$ cat src/acid_pkg.sv
// Shared types and codes for the A-unit instruction decoder.
// Used by acid_decode and the top level; depends on nothing.
`default_nettype none

package acid_pkg;

  localparam int SLOT_W     = 41;
  localparam int IN_DATA_W  = 48;
  localparam int OUT_DATA_W = 64;
  localparam int OUT_USER_W = 7;
  localparam int IMM_W      = 22;

  // Major opcodes
  localparam logic [3:0] MAJ_ALU     = 4'h8;
  localparam logic [3:0] MAJ_ADDL    = 4'h9;
  localparam logic [3:0] MAJ_SHLADD  = 4'hA;
  localparam logic [3:0] MAJ_CMP_LT  = 4'hC;
  localparam logic [3:0] MAJ_CMP_LTU = 4'hD;
  localparam logic [3:0] MAJ_CMP_EQ  = 4'hE;

  // Major 8 x4 codes
  localparam logic [3:0] X4_ADD    = 4'h0;
  localparam logic [3:0] X4_SUB    = 4'h1;
  localparam logic [3:0] X4_AND    = 4'h3;
  localparam logic [3:0] X4_SHLADD = 4'h4;
  localparam logic [3:0] X4_XOR    = 4'h6;
  localparam logic [3:0] X4_LOGIMM = 4'hB;

  // Dense operation kinds
  localparam logic [4:0] K_ADD     = 5'd0;
  localparam logic [4:0] K_AND     = 5'd2;
  localparam logic [4:0] K_IMM_OFS = 5'd6;
  localparam logic [4:0] K_SHLADD  = 5'd12;
  localparam logic [4:0] K_CMP     = 5'd13;
  localparam logic [4:0] K_CMP4    = 5'd20;

  // Compare relation offsets
  localparam logic [4:0] C_EQ  = 5'd0;
  localparam logic [4:0] C_NE  = 5'd1;
  localparam logic [4:0] C_LT  = 5'd2;
  localparam logic [4:0] C_LTU = 5'd3;
  localparam logic [4:0] C_GT  = 5'd4;
  localparam logic [4:0] C_LE  = 5'd5;
  localparam logic [4:0] C_GE  = 5'd6;

  // Completers
  localparam logic [2:0] CMPL_NONE = 3'd0;
  localparam logic [2:0] CMPL_UNC  = 3'd1;
  localparam logic [2:0] CMPL_AND  = 3'd2;

  typedef struct packed {
    logic              valid_res;
    logic [4:0]        kind;
    logic [2:0]        completer;
    logic [5:0]        qual_pred;
    logic [6:0]        dest_index;
    logic [6:0]        src_a;
    logic [6:0]        src_b;
    logic [5:0]        pred_two;
    logic              has_imm;
    logic [IMM_W-1:0]  imm;
  } dec_t;

endpackage

`default_nettype wire

$ cat src/alu_compare_instruction_decoder.sv
// Top level of the A-unit instruction decoder: slot register, decode, result register.
// Depends on acid_pkg and acid_decode.
//
//  channel | dir | tdata                  | tuser
//  in_     | in  | slot [40:0], zero above | -
//  out_    | out | decoded fields, 58 bits | valid_res, kind, has_imm
//
// A beat passes through the slot register, then the decode into the result
// register. One beat per cycle is sustained while out_tready is not held low;
// throughput is set by the single decode stage.
// Reset (rst_n low, synchronous) empties both stages.
// A stall on out_tready holds the result; the slot register still takes a
// beat while it is empty or the result register is empty or being drained.
`default_nettype none

module alu_compare_instruction_decoder (
  input  wire logic                            clk,
  input  wire logic                            rst_n,
  input  wire logic                            in_tvalid,
  output logic                                 in_tready,
  input  wire logic [acid_pkg::IN_DATA_W-1:0]  in_tdata,   // [40:0] raw_word
  output logic                                 out_tvalid,
  input  wire logic                            out_tready,
  // [2:0] completer, [8:3] qual_pred, [15:9] dest_index, [22:16] src_a,
  // [29:23] src_b, [35:30] pred_two, [57:36] imm
  output logic [acid_pkg::OUT_DATA_W-1:0]      out_tdata,
  // [0] valid_res, [5:1] kind, [6] has_imm
  output logic [acid_pkg::OUT_USER_W-1:0]      out_tuser
);

  logic                          slot_v_r, slot_v_nxt;
  logic [acid_pkg::SLOT_W-1:0]   slot_r;
  logic                          res_v_r, res_v_nxt;
  acid_pkg::dec_t                res_r;
  acid_pkg::dec_t                dec;
  logic                          res_ld, slot_ld;

  // advance the decode stage when the result register is empty or draining
  assign res_ld    = !res_v_r || out_tready;
  assign in_tready = !slot_v_r || res_ld;
  assign slot_ld   = in_tvalid && in_tready;

  assign slot_v_nxt = slot_ld ? 1'b1 : (res_ld ? 1'b0 : slot_v_r);
  assign res_v_nxt  = res_ld ? slot_v_r : res_v_r;

  always_ff @(posedge clk) begin
    if (!rst_n) begin
      slot_v_r <= 1'b0;
      res_v_r  <= 1'b0;
    end else begin
      slot_v_r <= slot_v_nxt;
      res_v_r  <= res_v_nxt;
    end
  end

  always_ff @(posedge clk) begin
    if (slot_ld) begin
      slot_r <= in_tdata[acid_pkg::SLOT_W-1:0];
    end
    if (res_ld && slot_v_r) begin
      res_r <= dec;
    end
  end

  acid_decode u_decode (
    .raw_word (slot_r),
    .dec      (dec)
  );

  assign out_tvalid = res_v_r;
  assign out_tdata  = {6'b0, res_r.imm, res_r.pred_two, res_r.src_b, res_r.src_a,
                       res_r.dest_index, res_r.qual_pred, res_r.completer};
  assign out_tuser  = {res_r.has_imm, res_r.kind, res_r.valid_res};

endmodule

`default_nettype wire

$ cat src/acid_decode.sv
// Combinational decode of one 41-bit A-unit slot into a dec_t.
// Depends on acid_pkg for codes and the result struct.
`default_nettype none

module acid_decode (
  input  wire logic [40:0]   raw_word,
  output acid_pkg::dec_t     dec
);

  logic [5:0] qp;
  logic [6:0] r1, r2, r3;
  logic [1:0] x2a, x2b;
  logic [3:0] x4, major;
  logic       ve, s, c, ta;
  logic       base, immf, is32, imm8_zero;
  logic [acid_pkg::IMM_W-1:0] imm8, imm14, imm22;
  logic [4:0] off;
  acid_pkg::dec_t d;

  assign qp    = raw_word[5:0];
  assign r1    = raw_word[12:6];
  assign r2    = raw_word[19:13];
  assign r3    = raw_word[26:20];
  assign x2b   = raw_word[28:27];
  assign x4    = raw_word[32:29];
  assign ve    = raw_word[33];
  assign x2a   = raw_word[35:34];
  assign s     = raw_word[36];
  assign major = raw_word[40:37];
  assign c     = raw_word[12];
  assign ta    = raw_word[33];

  assign imm8  = {{14{s}}, s, r2};
  assign imm14 = {{8{s}}, s, raw_word[32:27], r2};
  assign imm22 = {s, raw_word[35:27], raw_word[26:22], r2};

  assign base      = (x2a == 2'd0) && !ve;
  assign immf      = x2a[1];
  assign is32      = x2a[0];
  assign imm8_zero = !s && (r2 == 7'd0);

  always_comb begin
    d            = '0;
    d.valid_res  = 1'b1;
    d.qual_pred  = qp;
    d.dest_index = r1;
    d.src_a      = r2;
    d.src_b      = r3;
    off          = acid_pkg::C_EQ;
    case (major)
      acid_pkg::MAJ_ALU: begin
        if (base && x4 == acid_pkg::X4_AND) begin
          d.kind = acid_pkg::K_AND + {3'b0, x2b};
        end else if (base && x4 == acid_pkg::X4_SHLADD) begin
          d.kind    = acid_pkg::K_SHLADD;
          d.has_imm = 1'b1;
          d.imm     = acid_pkg::IMM_W'(x2b) + 22'd1;
        end else if (base && x4 == acid_pkg::X4_LOGIMM) begin
          d.valid_res = (x2b != 2'd1);
          d.kind      = acid_pkg::K_IMM_OFS + acid_pkg::K_AND + {3'b0, x2b};
          d.src_a     = r3;
          d.src_b     = '0;
          d.has_imm   = 1'b1;
          d.imm       = imm8;
        end else if (x2a == 2'd2 && !ve) begin
          d.kind    = acid_pkg::K_IMM_OFS + acid_pkg::K_ADD;
          d.src_a   = r3;
          d.src_b   = '0;
          d.has_imm = 1'b1;
          d.imm     = imm14;
        end else begin
          if (x4 == acid_pkg::X4_ADD || x4 == acid_pkg::X4_SUB) begin
            d.kind = {1'b0, x4};
          end else if (x4 >= acid_pkg::X4_AND && x4 <= acid_pkg::X4_XOR) begin
            d.kind = {1'b0, x4} - 5'd1;
          end else begin
            d.valid_res = 1'b0;
          end
          if (immf) begin
            d.kind    = d.kind + acid_pkg::K_IMM_OFS;
            d.src_b   = '0;
            d.has_imm = 1'b1;
            d.imm     = is32 ? imm14 : imm8;
          end
        end
      end
      acid_pkg::MAJ_ADDL: begin
        d.kind    = acid_pkg::K_IMM_OFS + acid_pkg::K_ADD;
        d.src_a   = {5'b0, raw_word[21:20]};
        d.src_b   = '0;
        d.has_imm = 1'b1;
        d.imm     = imm22;
      end
      acid_pkg::MAJ_SHLADD: begin
        d.valid_res = (x4 == acid_pkg::X4_ADD);
        d.kind      = acid_pkg::K_SHLADD;
        d.has_imm   = 1'b1;
        d.imm       = acid_pkg::IMM_W'(x2a) + 22'd1;
      end
      acid_pkg::MAJ_CMP_LT, acid_pkg::MAJ_CMP_LTU, acid_pkg::MAJ_CMP_EQ: begin
        // Register compare against r0 with the sign bit set
        if (!immf && s && r2 == 7'd0) begin
          if (!ta) begin
            off = c ? acid_pkg::C_LE : acid_pkg::C_GT;
          end else begin
            off = c ? acid_pkg::C_LT : acid_pkg::C_GE;
          end
          d.completer = 3'(major - acid_pkg::MAJ_CMP_LT) + acid_pkg::CMPL_AND;
        end else if (ta) begin
          off         = c ? acid_pkg::C_NE : acid_pkg::C_EQ;
          d.completer = 3'(major - acid_pkg::MAJ_CMP_LT) + acid_pkg::CMPL_AND;
        end else begin
          if (major == acid_pkg::MAJ_CMP_LT) begin
            off = acid_pkg::C_LT;
          end else if (major == acid_pkg::MAJ_CMP_LTU) begin
            // unsigned less-than zero immediate turns into not-equal
            off = (immf && imm8_zero) ? acid_pkg::C_NE : acid_pkg::C_LTU;
          end else begin
            off = acid_pkg::C_EQ;
          end
          d.completer = c ? acid_pkg::CMPL_UNC : acid_pkg::CMPL_NONE;
        end
        d.kind       = (is32 ? acid_pkg::K_CMP4 : acid_pkg::K_CMP) + off;
        d.dest_index = {1'b0, raw_word[11:6]};
        d.pred_two   = raw_word[32:27];
        if (immf) begin
          d.has_imm = 1'b1;
          d.imm     = imm8;
        end
      end
      default: begin
        d.valid_res = 1'b0;
      end
    endcase
    if (!d.valid_res) begin
      d = '0;
    end
  end

  assign dec = d;

endmodule

`default_nettype wire

$ cat config.mk
export PLATFORM = sky130hd
export DESIGN_NAME = alu_compare_instruction_decoder
export DESIGN_NICKNAME = d
export VERILOG_FILES = /design/src/acid_pkg.sv /design/src/alu_compare_instruction_decoder.sv /design/src/acid_decode.sv
export SDC_FILE = /design/constraint.sdc
export NUM_CORES = 1
export LEC_CHECK = 0
export ABC_AREA = 1
export BUFFER_PORTS_ARGS = -buffer_cell sky130_fd_sc_hd__buf_4
export CORE_UTILIZATION = 36
export DETAILED_ROUTE_END_ITERATION = 7
export HOLD_SLACK_MARGIN = 0.05
export SETUP_SLACK_MARGIN = 0.02
export SYNTH_ARGS = -nofsm -noshare
export SYNTH_HDL_FRONTEND = slang
export SYNTH_HIERARCHICAL = 1
export SYNTH_SLANG_ARGS = --single-unit
export TNS_END_PERCENT = 1
$ cat constraint.sdc
create_clock -name clk -period 5.2 [get_ports clk]
set_input_delay 0.26 -clock clk [delete_from_list [all_inputs] [get_ports clk]]
set_output_delay 0.26 -clock clk [all_outputs]
set_load 0.05 [all_outputs]
==> results of run 1 <==
[sequential cells by signal, indices dropped and copies added (netlist names)]
| name | count |
|---|---|
| slot_r | 41 |
| out_tuser | 7 |
| out_tvalid | 1 |
| slot_v_r | 1 |
| out_tdata | 58 |
[synthesized netlist by cell type, drive strengths merged, types with 9 or more instances]
| master | count |
|---|---|
| a21oi | 29 |
| buf | 15 |
| nand2 | 102 |
| o22ai | 9 |
| edfxtp | 106 |
| nor3 | 11 |
| inv | 73 |
| nand3 | 32 |
| o21ai | 12 |
| nor2 | 85 |
| ha | 12 |
[through the flow]
stage | area (um2) | power (mW) | instances
after floorplan | 5145 | 1.238 | 513
after CTS | 6421 | 2.052 | 805
final | 6421 | 2.027 | 805
after detailed placement | 6102 | 1.325 | 789
after global placement | 6102 | 1.322 | 789
after global routing | 6421 | 2.106 | 805
[kinds of logic (layout without fill, tap and decap cells)]
group	after synthesis	in the layout	synth area share
AND/OR/NAND/NOR	235	235	0.1940
other	1	6	0.0007315
buffers and inverters	92	204	0.08103
adder cells (fa/ha/maj)	12	12	0.02929
flip-flops	108	108	0.6288
AO/OA/AOI/OAI	60	60	0.06614
[power breakdown]
part           internal, mW  leakage, nW  switching, mW  total, mW
sequential             1.00         1.08         0.0241       1.03
clock                 0.425        0.154          0.298      0.723
combinational        0.0822         1.68          0.194      0.276
[final cells by class]
| class | count | share of cell area |
|---|---|---|
| timing repair buffer | 114 | 0.1333 |
| sequential | 108 | 0.5019 |
| inverter | 74 | 0.04365 |
| tap | 180 | 0.03507 |
| clock inverter | 5 | 0.01345 |
| multi-input combinational | 313 | 0.2364 |
| clock buffer | 11 | 0.03624 |
[layer usage]
layer  share of wire  GRT usage  wire (um)  up-vias
met4           0.021    0.07793        252        0
met5               0          0          0        -
met2            0.47     0.2692       5668       93
met1            0.46     0.2228       5493     1806
li1                -          -          -     1904
met3           0.053    0.04182        641       16
[critical path, cell delays in order, from the launching register on]
cell and delay (ns):
edfxtp_1 0.59, inv_1 0.26, ha_1 0.23, nand2_4 0.08, nor2_1 0.67, inv_1 0.20, nand2_1 0.12, nand2_1 0.05
o21ai_1 0.11, nand2_1 0.42, inv_2 0.70, a21oi_1 0.11
[path summary, 6_finish.rpt]
| path | endpoint | depth (start not counted) | startpoint |
|---|---|---|---|
| min | slot_r[1] | 1 | in_tdata[1] |
| max reg2reg | out_tdata[56] | 11 | slot_r[34] |
| min reg2reg | slot_v_r | 2 | slot_v_r |
| max | out_tdata[56] | 11 | slot_r[34] |
==> key figures, run 1 <==
STA
  • Clock Skews: a little under 0.008 ns
  • Fin. max-slew vios: 0
  • Final hold vios: 0
  • Final setup fails: 0
  • Crit path time final: between 3 and 4 ns
  • Setup tns final: 0 ns
  • Min Hold Slack: between 0.07 and 0.08 ns
  • Slew HR: 0.4287
  • Unrepaired setup endpoints after global routing: false
  • Worst slew pin tran: between 0.8 and 0.9 ns
  • Setup ws final: approximately 1.4 ns
  • Fin crit share: 0.7371
  • Maximum clock frequency: between 200 and 300 MHz

Pwr
  • Power density cells: approximately 320 mW/mm2
  • Pleak: between 2 and 3 nW
  • Worst VDD drop: approximately 180 uV

Cells and area
  • Register area: ~0.0032 mm2
  • Inserted Diodes: 0
  • Synth-to-Final Area Change: 25.26%
  • NumNets Final: just under 700
  • Most frequent cells in the layout: 114 x buf_4, 106 x edfxtp_1, 99 x nand2_1, 83 x nor2_1, 67 x inv_1
  • Commonest non-fill, non-tap cell in the layout: buf_4
  • Area occupied by multi-input gates: ~0.0015 mm2
  • Final Core Density: 0.4626
  • Layout cell share with drive strength beyond 1: 0.2320
  • FILL cells: 1345

Min path
  • Hold/Removal Path Class: primary input to flip-flop

Synth
  • Register area share after synthesis: 0.6288
  • Area contributors post-synth: edfxtp_1 62%, nand2_1 7.2%, nor2_1 6.1%
  • Post-synth EDFFs: 106
  • Most used flip-flop cell after synthesis: edfxtp_1
  • FFs w/ async S/R, synth: 0
  • YS warnings: 6
  • Syn Inst Count: between 500 and 600
  • Synth cell types: 35
  • Synthesized area per cell: 10.09 um2
  • Leading area contributor after synthesis: edfxtp_1
  • Top cell type's share of synthesized area: 0.6209
  • Yosys reg bits: ~110
  • Post-Synthesis Cell Area: around 0.005 mm2

Route
  • DRC viols: 0
  • TritonRoute pass-1 iters: 4
  • Via/cell ratio: 4.744
  • Final ANT Viol Nets: 0
  • Final WL: ~12000 um
  • Wire length per cell: about 15 um
  • Initial drt markers: roughly 170
  • Vias: ~3800

CTS
  • CTS Buffer Depth: 2
  • Root Buffer Master: clkbuf_16
  • TritonCTS buffer count: 9
  • Post-CTS Setup Bufs: 0
  • Clock sink count: roughly 110
  • Skew-Pair Late Insertion Delay: 0.35 ns
  • CTS resizes: 0
  • Worst-path clk slew: about 0.07 ns
  • H-tree Lvls: 3
  • CTS tree: done
  • Hold_buf cts: 0

Run status
  • Outcome: complete, no violations

Floorplan
  • Die height: ~120 um
  • Initial Util: 0.3693
  • Die width: ~120 um
  • Die ar.: roughly 0.015 mm2
  • Site row count: 43
  • Core Box Area: approximately 0.014 mm2
  • Boundary Pins: roughly 130

Placed design
  • Port buffer count: approximately 110
  • Detailed placement HPWL: 8600 um
  • Post-Place Worst Slack: roughly 1.4 ns
  • GP Congestion: approximately 0.84

Worst setup path
  • Worst EP arrival: around 3.9 ns
  • Critical path endpoint category: flip-flop
  • WS Path Type: flip-flop to flip-flop
  • Max FO, Critical Path: 36
  • Critical Path Start Type: flip-flop
  • Reg2reg setup slack: ~1.4 ns
  • Required @ worst endpoint: between 5 and 6 ns

GRT
  • Initial antenna violation count: 0
  • First-pass GRT wire length: around 19000 um
  • Vias in the first global route: 3663
  • Global Route Usage Sum: 0.1715
  • Grt ovf: 0
  • Largest net degree at the start of global routing: between 60 and 70

Job
  • Max cap viols: 0
No activity file was read; power rests on OpenSTA's default activity.
==> run 2, diff against run 1 <==
ABC_AREA = 0   (was 1)
clock period = 3.4 ns   (was 5.2 ns; I/O delays follow)
==> run 2 against run 1 <==
  * Critical path depth shrank 3
  * Synthesized area shrank 2.2%
  * Sequential power grew 54%
  * Setup slack lost 0.95 ns
  * Maximum frequency grew 28%
  * Via count shrank 2.4%
  * Combinational power grew 84%
  * Worst hold slack gained 0.055 ns
  * Clock skew grew 0.0024 ns
  * Wire length grew 3.3%
  * Final cell count shrank 8.0%
  * Die area shrank 2.1%
  * Largest power group unchanged
==> key figures, run 2 <==
Run status
  • Outcome: complete, no violations

STA
  • Unrepaired setup endpoints after global routing: false
  • Crit path time final: approximately 3.0 ns
  • Final setup fails: 0
  • Fin. max-slew vios: 0
  • Fin crit share: 0.8782
  • Maximum clock frequency: 334.9 MHz
  • Worst slew pin tran: about 0.74 ns
  • Final hold vios: 0
  • Clock Skews: around 0.010 ns
  • Slew HR: 0.5034
  • Setup tns final: 0 ns

GRT
  • Vias in the first global route: approximately 3600
  • Initial antenna violation count: 0
  • Grt ovf: 0
  • Global Route Usage Sum: 0.1768
  • First-pass GRT wire length: between 15000 and 20000 um
  • Largest net degree at the start of global routing: between 60 and 70

Cells and area
  • Finished layout cell area: 0.006803 mm2
  • Commonest non-fill, non-tap cell in the layout: buf_4
  • NumNets Final: 625
  • FILL cells: 1180
  • Layout cell share with drive strength beyond 1: 0.2743
  • Synth-to-Final Area Change: 35.65%
  • Most frequent cells in the layout: 126 x buf_4, 106 x edfxtp_1, 42 x dlygate4sd3_1, 35 x and2_1
  • Finished Layout Cells: about 740
  • Final Core Density: 0.5077
  • Inserted Diodes: 0
  • Largest register FFs: 58

Route
  • Via/cell ratio: approximately 5
  • Final WL: between 10000 and 15000 um
  • TritonRoute pass-1 iters: 5
  • Vias: 3726
  • Final ANT Viol Nets: 0
  • DRC viols: 0
  • Wire length per cell: around 17 um
  • Initial drt markers: 261

Synth
  • Post-synthesis adder-cell area fraction: 0.02994
  • XOR/XNOR Fraction of Synth Area: 0.008733
  • Synth top cells by count: 106 x edfxtp_1, 35 x and2_1, 33 x nand2_1, 33 x nor2_1, 22 x a21oi_1
  • FFs w/ async S/R, synth: 0
  • Post-synth EDFFs: between 100 and 150
  • Leading area contributor after synthesis: edfxtp_1
  • Area contributors post-synth: edfxtp_1 63%, and2_1 4.4%, ha_1 3.0%
  • Combinational family with the most area after synthesis: simple AND/OR/NAND/NOR gates
  • Top cell type's share of synthesized area: 0.6347
  • Most frequent cell after synthesis: edfxtp_1
  • Syn Inst Count: 399
  • Simple-Gate Fraction of Synth Area: 0.1574
  • Yosys reg bits: approximately 110
  • Synthesized area per cell: roughly 13 um2
  • Post-Synthesis Cell Area: between 0.005 and 0.006 mm2
  • Complex-gate fraction of the synthesized area: 0.1228
  • Mux contribution to synthesized area: 0.003992
  • Register area share after synthesis: 0.6427
  • Synth cell types: a little over 60
  • Most used flip-flop cell after synthesis: edfxtp_1
  • YS warnings: 6

CTS
  • Hold_buf cts: 42
  • H-tree Lvls: 3
  • CTS resizes: 0
  • Root Buffer Master: clkbuf_16
  • Skew-Pair Late Insertion Delay: roughly 0.35 ns
  • TritonCTS buffer count: 9
  • Post-CTS Setup Bufs: 0
  • CTS tree: done
  • Clock sink count: roughly 110
  • CTS Buffer Depth: 2
  • Worst-path clk slew: 0.07 ns

Floorplan
  • Die width: ~120 um
  • Initial Util: 0.3742
  • Site row count: 42
  • Core Box Area: 0.01340 mm2
  • Die height: approximately 120 um
  • Boundary Pins: roughly 130
  • Die ar.: 0.01441 mm2

Job
  • Max cap viols: 0

Min path
  • Hold path start: in_tvalid
  • WHS Endpoint: slot_v_r
  • Hold/Removal Path Class: primary input to flip-flop
  • Hold Path Stages: 3

Pwr
  • Power density cells: approximately 450 mW/mm2
  • Pleak: between 2 and 3 nW
  • Worst VDD drop: between 200 and 250 uV

Worst setup path
  • Critical Path Start Type: flip-flop
  • Max FO, Critical Path: 22
  • Required @ worst endpoint: about 3.5 ns
  • Reg2reg end: out_tuser[3]
  • Worst EP arrival: between 3 and 4 ns
  • Critical path endpoint category: flip-flop
  • Reg2reg setup slack: between 0.4 and 0.5 ns
  • Worst Reg2Reg Path Length in Cells: 8
  • Worst flop-to-flop path startpoint: slot_r[29]
  • WS Path Type: flip-flop to flip-flop

Placed design
  • DP Area: around 0.0061 mm2
  • GP Congestion: between 0.8 and 0.9
  • Placed Cells: between 600 and 700
  • Detailed placement HPWL: approximately 8700 um
  • Port buffer count: 111
## run 2: cell types whose count changed in the layout (fill, tap and decap cells not counted), sizes merged, moves of 6 or more
cell	previous run	this run
nand2	102	33
inv	72	13
nor2	85	33
dlygate4sd3	0	42
and2	1	35
nand3	32	7
buf	114	127
a21oi	29	22
a22oi	0	7
o21ai	12	19
a31oi	3	9
## run 2: how the worst max path moves through the flow
stage | from | slack, ns | end
6_report | slot_r[29] | 0.41 | out_tuser[3]
3_3_place_gp | slot_r[29] | 0.48 | out_tuser[3]
3_5_place_dp | slot_r[29] | 0.46 | out_tuser[3]
2_1_floorplan | out_tvalid | 0.19 | slot_r[0]
5_1_grt | slot_r[34] | 0.21 | out_tdata[54]
4_1_cts | slot_r[29] | 0.44 | out_tuser[3]
## run 2: layout make-up
| type | instances | area [um2] | area share |
|---|---|---|---|
| sequential | 108 | 3223 | 0.4738 |
| multi-input combinational | 262 | 1660 | 0.2441 |
| timing repair buffer | 169 | 1386 | 0.2038 |
| clock buffer | 9 | 225.2 | 0.03311 |
| tap | 176 | 220.2 | 0.03237 |
| clock inverter | 6 | 46.29 | 0.006805 |
| inverter | 11 | 41.29 | 0.006070 |
## run 2: kinds of logic after synthesis
kind of cell             after synthesis
XOR/XNOR                               5
multiplexers                           2
AND/OR/NAND/NOR                      146
buffers and inverters                 34
adder cells (fa/ha/maj)               12
AO/OA/AOI/OAI                         91
flip-flops                           108
other                                  1
## run 2: per-layer routing
layer	GRT usage	vias up	wire, um
li1	-	1800	-
met1	0.2264	1771	5456
met2	0.2838	134	6019
met3	0.03517	21	718
met4	0.08984	0	255
met5	0	-	0
## run 2: worst max-delay path, cell delays in order (launching register included)
cell,delay [ns]
edfxtp_1,0.38
buf_4,0.17
ha_1,0.19
or2_1,0.22
and2_1,0.20
o41a_1,0.48
o311ai_4,0.58
buf_4,0.35
o22ai_1,0.13
## run 2: stage by stage
stage	setup WS [ns]	hold slack [ns]	power, mW
after floorplan	0.1914	0.2689	1.921
after global routing	0.2078	0.1420	3.173
after detailed placement	0.4601	0.3493	2.087
final	0.4140	0.1317	3.060
after CTS	0.4384	0.1285	3.092
after global placement	0.4782	0.3487	2.083
## run 2: where the power goes
| group | switching, mW | internal [mW] |
|---|---|---|
| sequential | 0.0465 | 1.55 |
| combinational | 0.321 | 0.186 |
| clock | 0.462 | 0.499 |
==> run 3, diff against run 2 <==
ABC_AREA = 1   (was 0)
==> run 3 against run 2 <==
  * Wire length rose by 1.1%
  * Setup slack improved by 0.30 ns
  * Combinational power fell by 6.7%
  * Sequential cell count did not move
  * Sequential share of layout area fell by 0.35 points
  * Final cell count rose by 15%
  * Total power fell by 1.6%
  * Cell area rose by 0.75%
==> key figures, run 3 (synthesized netlist as in run 1, its figures left out) <==
Min path
  • Hold/Removal Path Class: primary input to flip-flop
  • Hold Path Stages: 3
  • WHS Endpoint: slot_v_r
  • Hold path start: in_tvalid

Worst setup path
  • Crit-path most repeated cell: nand2_1
  • Reg2reg end: out_tuser[3]
  • Worst Reg2Reg Path Length in Cells: 13
  • Critical path endpoint category: flip-flop
  • Critical Path Start Type: flip-flop
  • Crit-path leading delay family: simple AND/OR/NAND/NOR gates
  • Critical-path top delay cell: edfxtp_1
  • Worst EP arrival: between 2 and 3 ns
  • Max FO, Critical Path: 7
  • WS Path Type: flip-flop to flip-flop
  • Reg2reg setup slack: 0.72 ns
  • WP buf/inv: 3
  • Worst flop-to-flop path startpoint: slot_r[29]
  • Required @ worst endpoint: around 3.6 ns
  • Crit-path cells: inv_1, ha_1, nand2_1, inv_1, nor3_1, inv_1, ha_1, a31o_2, o21bai_1, nand2_1, nand2_1, nand2_1, nand2_1
  • Slowest cell delay on critical path: ~0.48 ns

CTS
  • Worst-path clk slew: ~0.070 ns
  • H-tree Lvls: 3
  • TritonCTS buffer count: 9
  • Post-CTS Setup Bufs: 0
  • Skew-Pair Late Insertion Delay: about 0.35 ns
  • CTS resizes: 0
  • CTS Buffer Depth: 2
  • CTS tree: done
  • Root Buffer Master: clkbuf_16
  • Clock sink count: between 100 and 150

Placed design
  • Detailed placement HPWL: 9006 um
  • GP Congestion: between 0.8 and 0.9
  • Placed Cells: ~800
  • Port buffer count: about 110

GRT
  • Met2 Use GR: 0.2944
  • Grt met1 use: 0.2319
  • Global Route Usage Sum: 0.1816
  • Grt ovf: 0
  • First-pass GRT wire length: 20120 um
  • Vias in the first global route: 4014
  • Largest net degree at the start of global routing: 36
  • Most used routing layer: met2
  • Grt met3 use: 0.04605
  • Initial antenna violation count: 0

STA
  • Min Hold Slack: roughly 0.08 ns
  • Fin. max-slew vios: 0
  • Unrepaired setup endpoints after global routing: false
  • Clock Skews: around 0.012 ns
  • Final setup fails: 0
  • Worst slew pin tran: 0.5224 ns
  • Crit path time final: roughly 2.7 ns
  • Slew HR: 0.6504
  • Fin crit share: 0.7895
  • Setup tns final: 0 ns
  • Final hold vios: 0
  • Maximum clock frequency: 372.5 MHz

Pwr
  • Worst VDD drop: between 300 and 400 uV
  • Pleak: between 3 and 4 nW
  • Power density cells: roughly 440 mW/mm2

Cells and area
  • Inserted Diodes: 0
  • NumNets Final: between 700 and 800
  • Synth-to-Final Area Change: 33.71%
  • Largest register FFs: slightly below 60
  • Finished Layout Cells: about 850
  • Layout cell share with drive strength beyond 1: 0.2244
  • Most frequent cells in the layout: 119 x buf_4, 106 x edfxtp_1, 99 x nand2_1, 83 x nor2_1, 68 x inv_1
  • Commonest non-fill, non-tap cell in the layout: buf_4

Floorplan
  • Die height: approximately 120 um
  • Die ar.: between 0.01 and 0.015 mm2
  • Boundary Pins: ~130
  • Initial Util: 0.3693
  • Die width: between 100 and 150 um
  • Site row count: 43
  • Core Box Area: around 0.014 mm2

Job
  • Max cap viols: 0

Route
  • Final ANT Viol Nets: 0
  • Vias: between 3000 and 4000
  • Wire length per cell: ~15 um
  • TritonRoute pass-1 iters: 4
  • Final WL: about 13000 um
  • DRC viols: 0
  • Initial drt markers: 234
  • Via/cell ratio: 4.688

Run status
  • Outcome: complete, no violations
-- run 3: per-layer routing --
metal / up-vias / routed length [um]
met3: 21 / 819
met2: 120 / 5906
met1: 1862 / 5571
li1: 1996 / -
met5: - / 0
met4: 0 / 284
-- run 3: worst max path at each step --
| stage | start | endpoint | cells after the start | slack [ns] |
|---|---|---|---|---|
| floorplan | out_tvalid | out_tdata[0] | 1 | 0.59 |
| global placement | slot_r[29] | out_tuser[4] | 15 | 0.77 |
| detailed placement | slot_r[29] | out_tuser[3] | 13 | 0.79 |
| CTS | slot_r[29] | out_tuser[3] | 13 | 0.77 |
| global route | slot_r[29] | out_tuser[4] | 16 | 0.45 |
| finish | slot_r[29] | out_tuser[3] | 13 | 0.72 |
-- run 3: through the flow --
stage	worst slack [ns]	instance area [um2]	util	power (mW)
3_5_place_dp	0.7906	6160	0.4438	2.034
2_1_floorplan	0.5894	5149	-	1.891
4_1_cts	0.7659	6854	0.4938	3.049
3_3_place_gp	0.7691	6160	0.4438	2.028
5_1_grt	0.4540	6854	0.4938	3.141
6_report	0.7157	6854	0.4938	3.010
-- run 3: repair_timing --
action | CTS | global route
hold endpoints to repair | 42 | 0
setup endpoints to repair | 0 | 0
hold buffers | 42 | 0
-- run 3: cell type report --
type                    count  area, um2
well taps                 180      225.2
clock buffers              10      229.0
multi-input cells         313       1518
flip-flops and latches    108       3223
inverters                  74      280.3
clock inverters             6      45.04
fillers                  1283       7027
repair buffers            162       1334
-- run 3: worst reg2reg max path: stages, from the launching register on --
cell and delay, ns:
edfxtp_1 0.48, inv_1 0.18, ha_1 0.29, nand2_1 0.08, inv_1 0.07, nor3_1 0.41
inv_1 0.09, ha_1 0.30, a31o_2 0.23, o21bai_1 0.15, nand2_1 0.07, nand2_1 0.07
nand2_1 0.06, nand2_1 0.08
-- run 3: where the power goes --
part	switching (mW)	leakage (nW)	internal (mW)	total, mW
logic	0.308	1.89	0.165	0.473
clock network	0.466	0.128	0.502	0.968
registers	0.0348	1.08	1.53	1.57
total	0.809	3.10	2.20	3.01
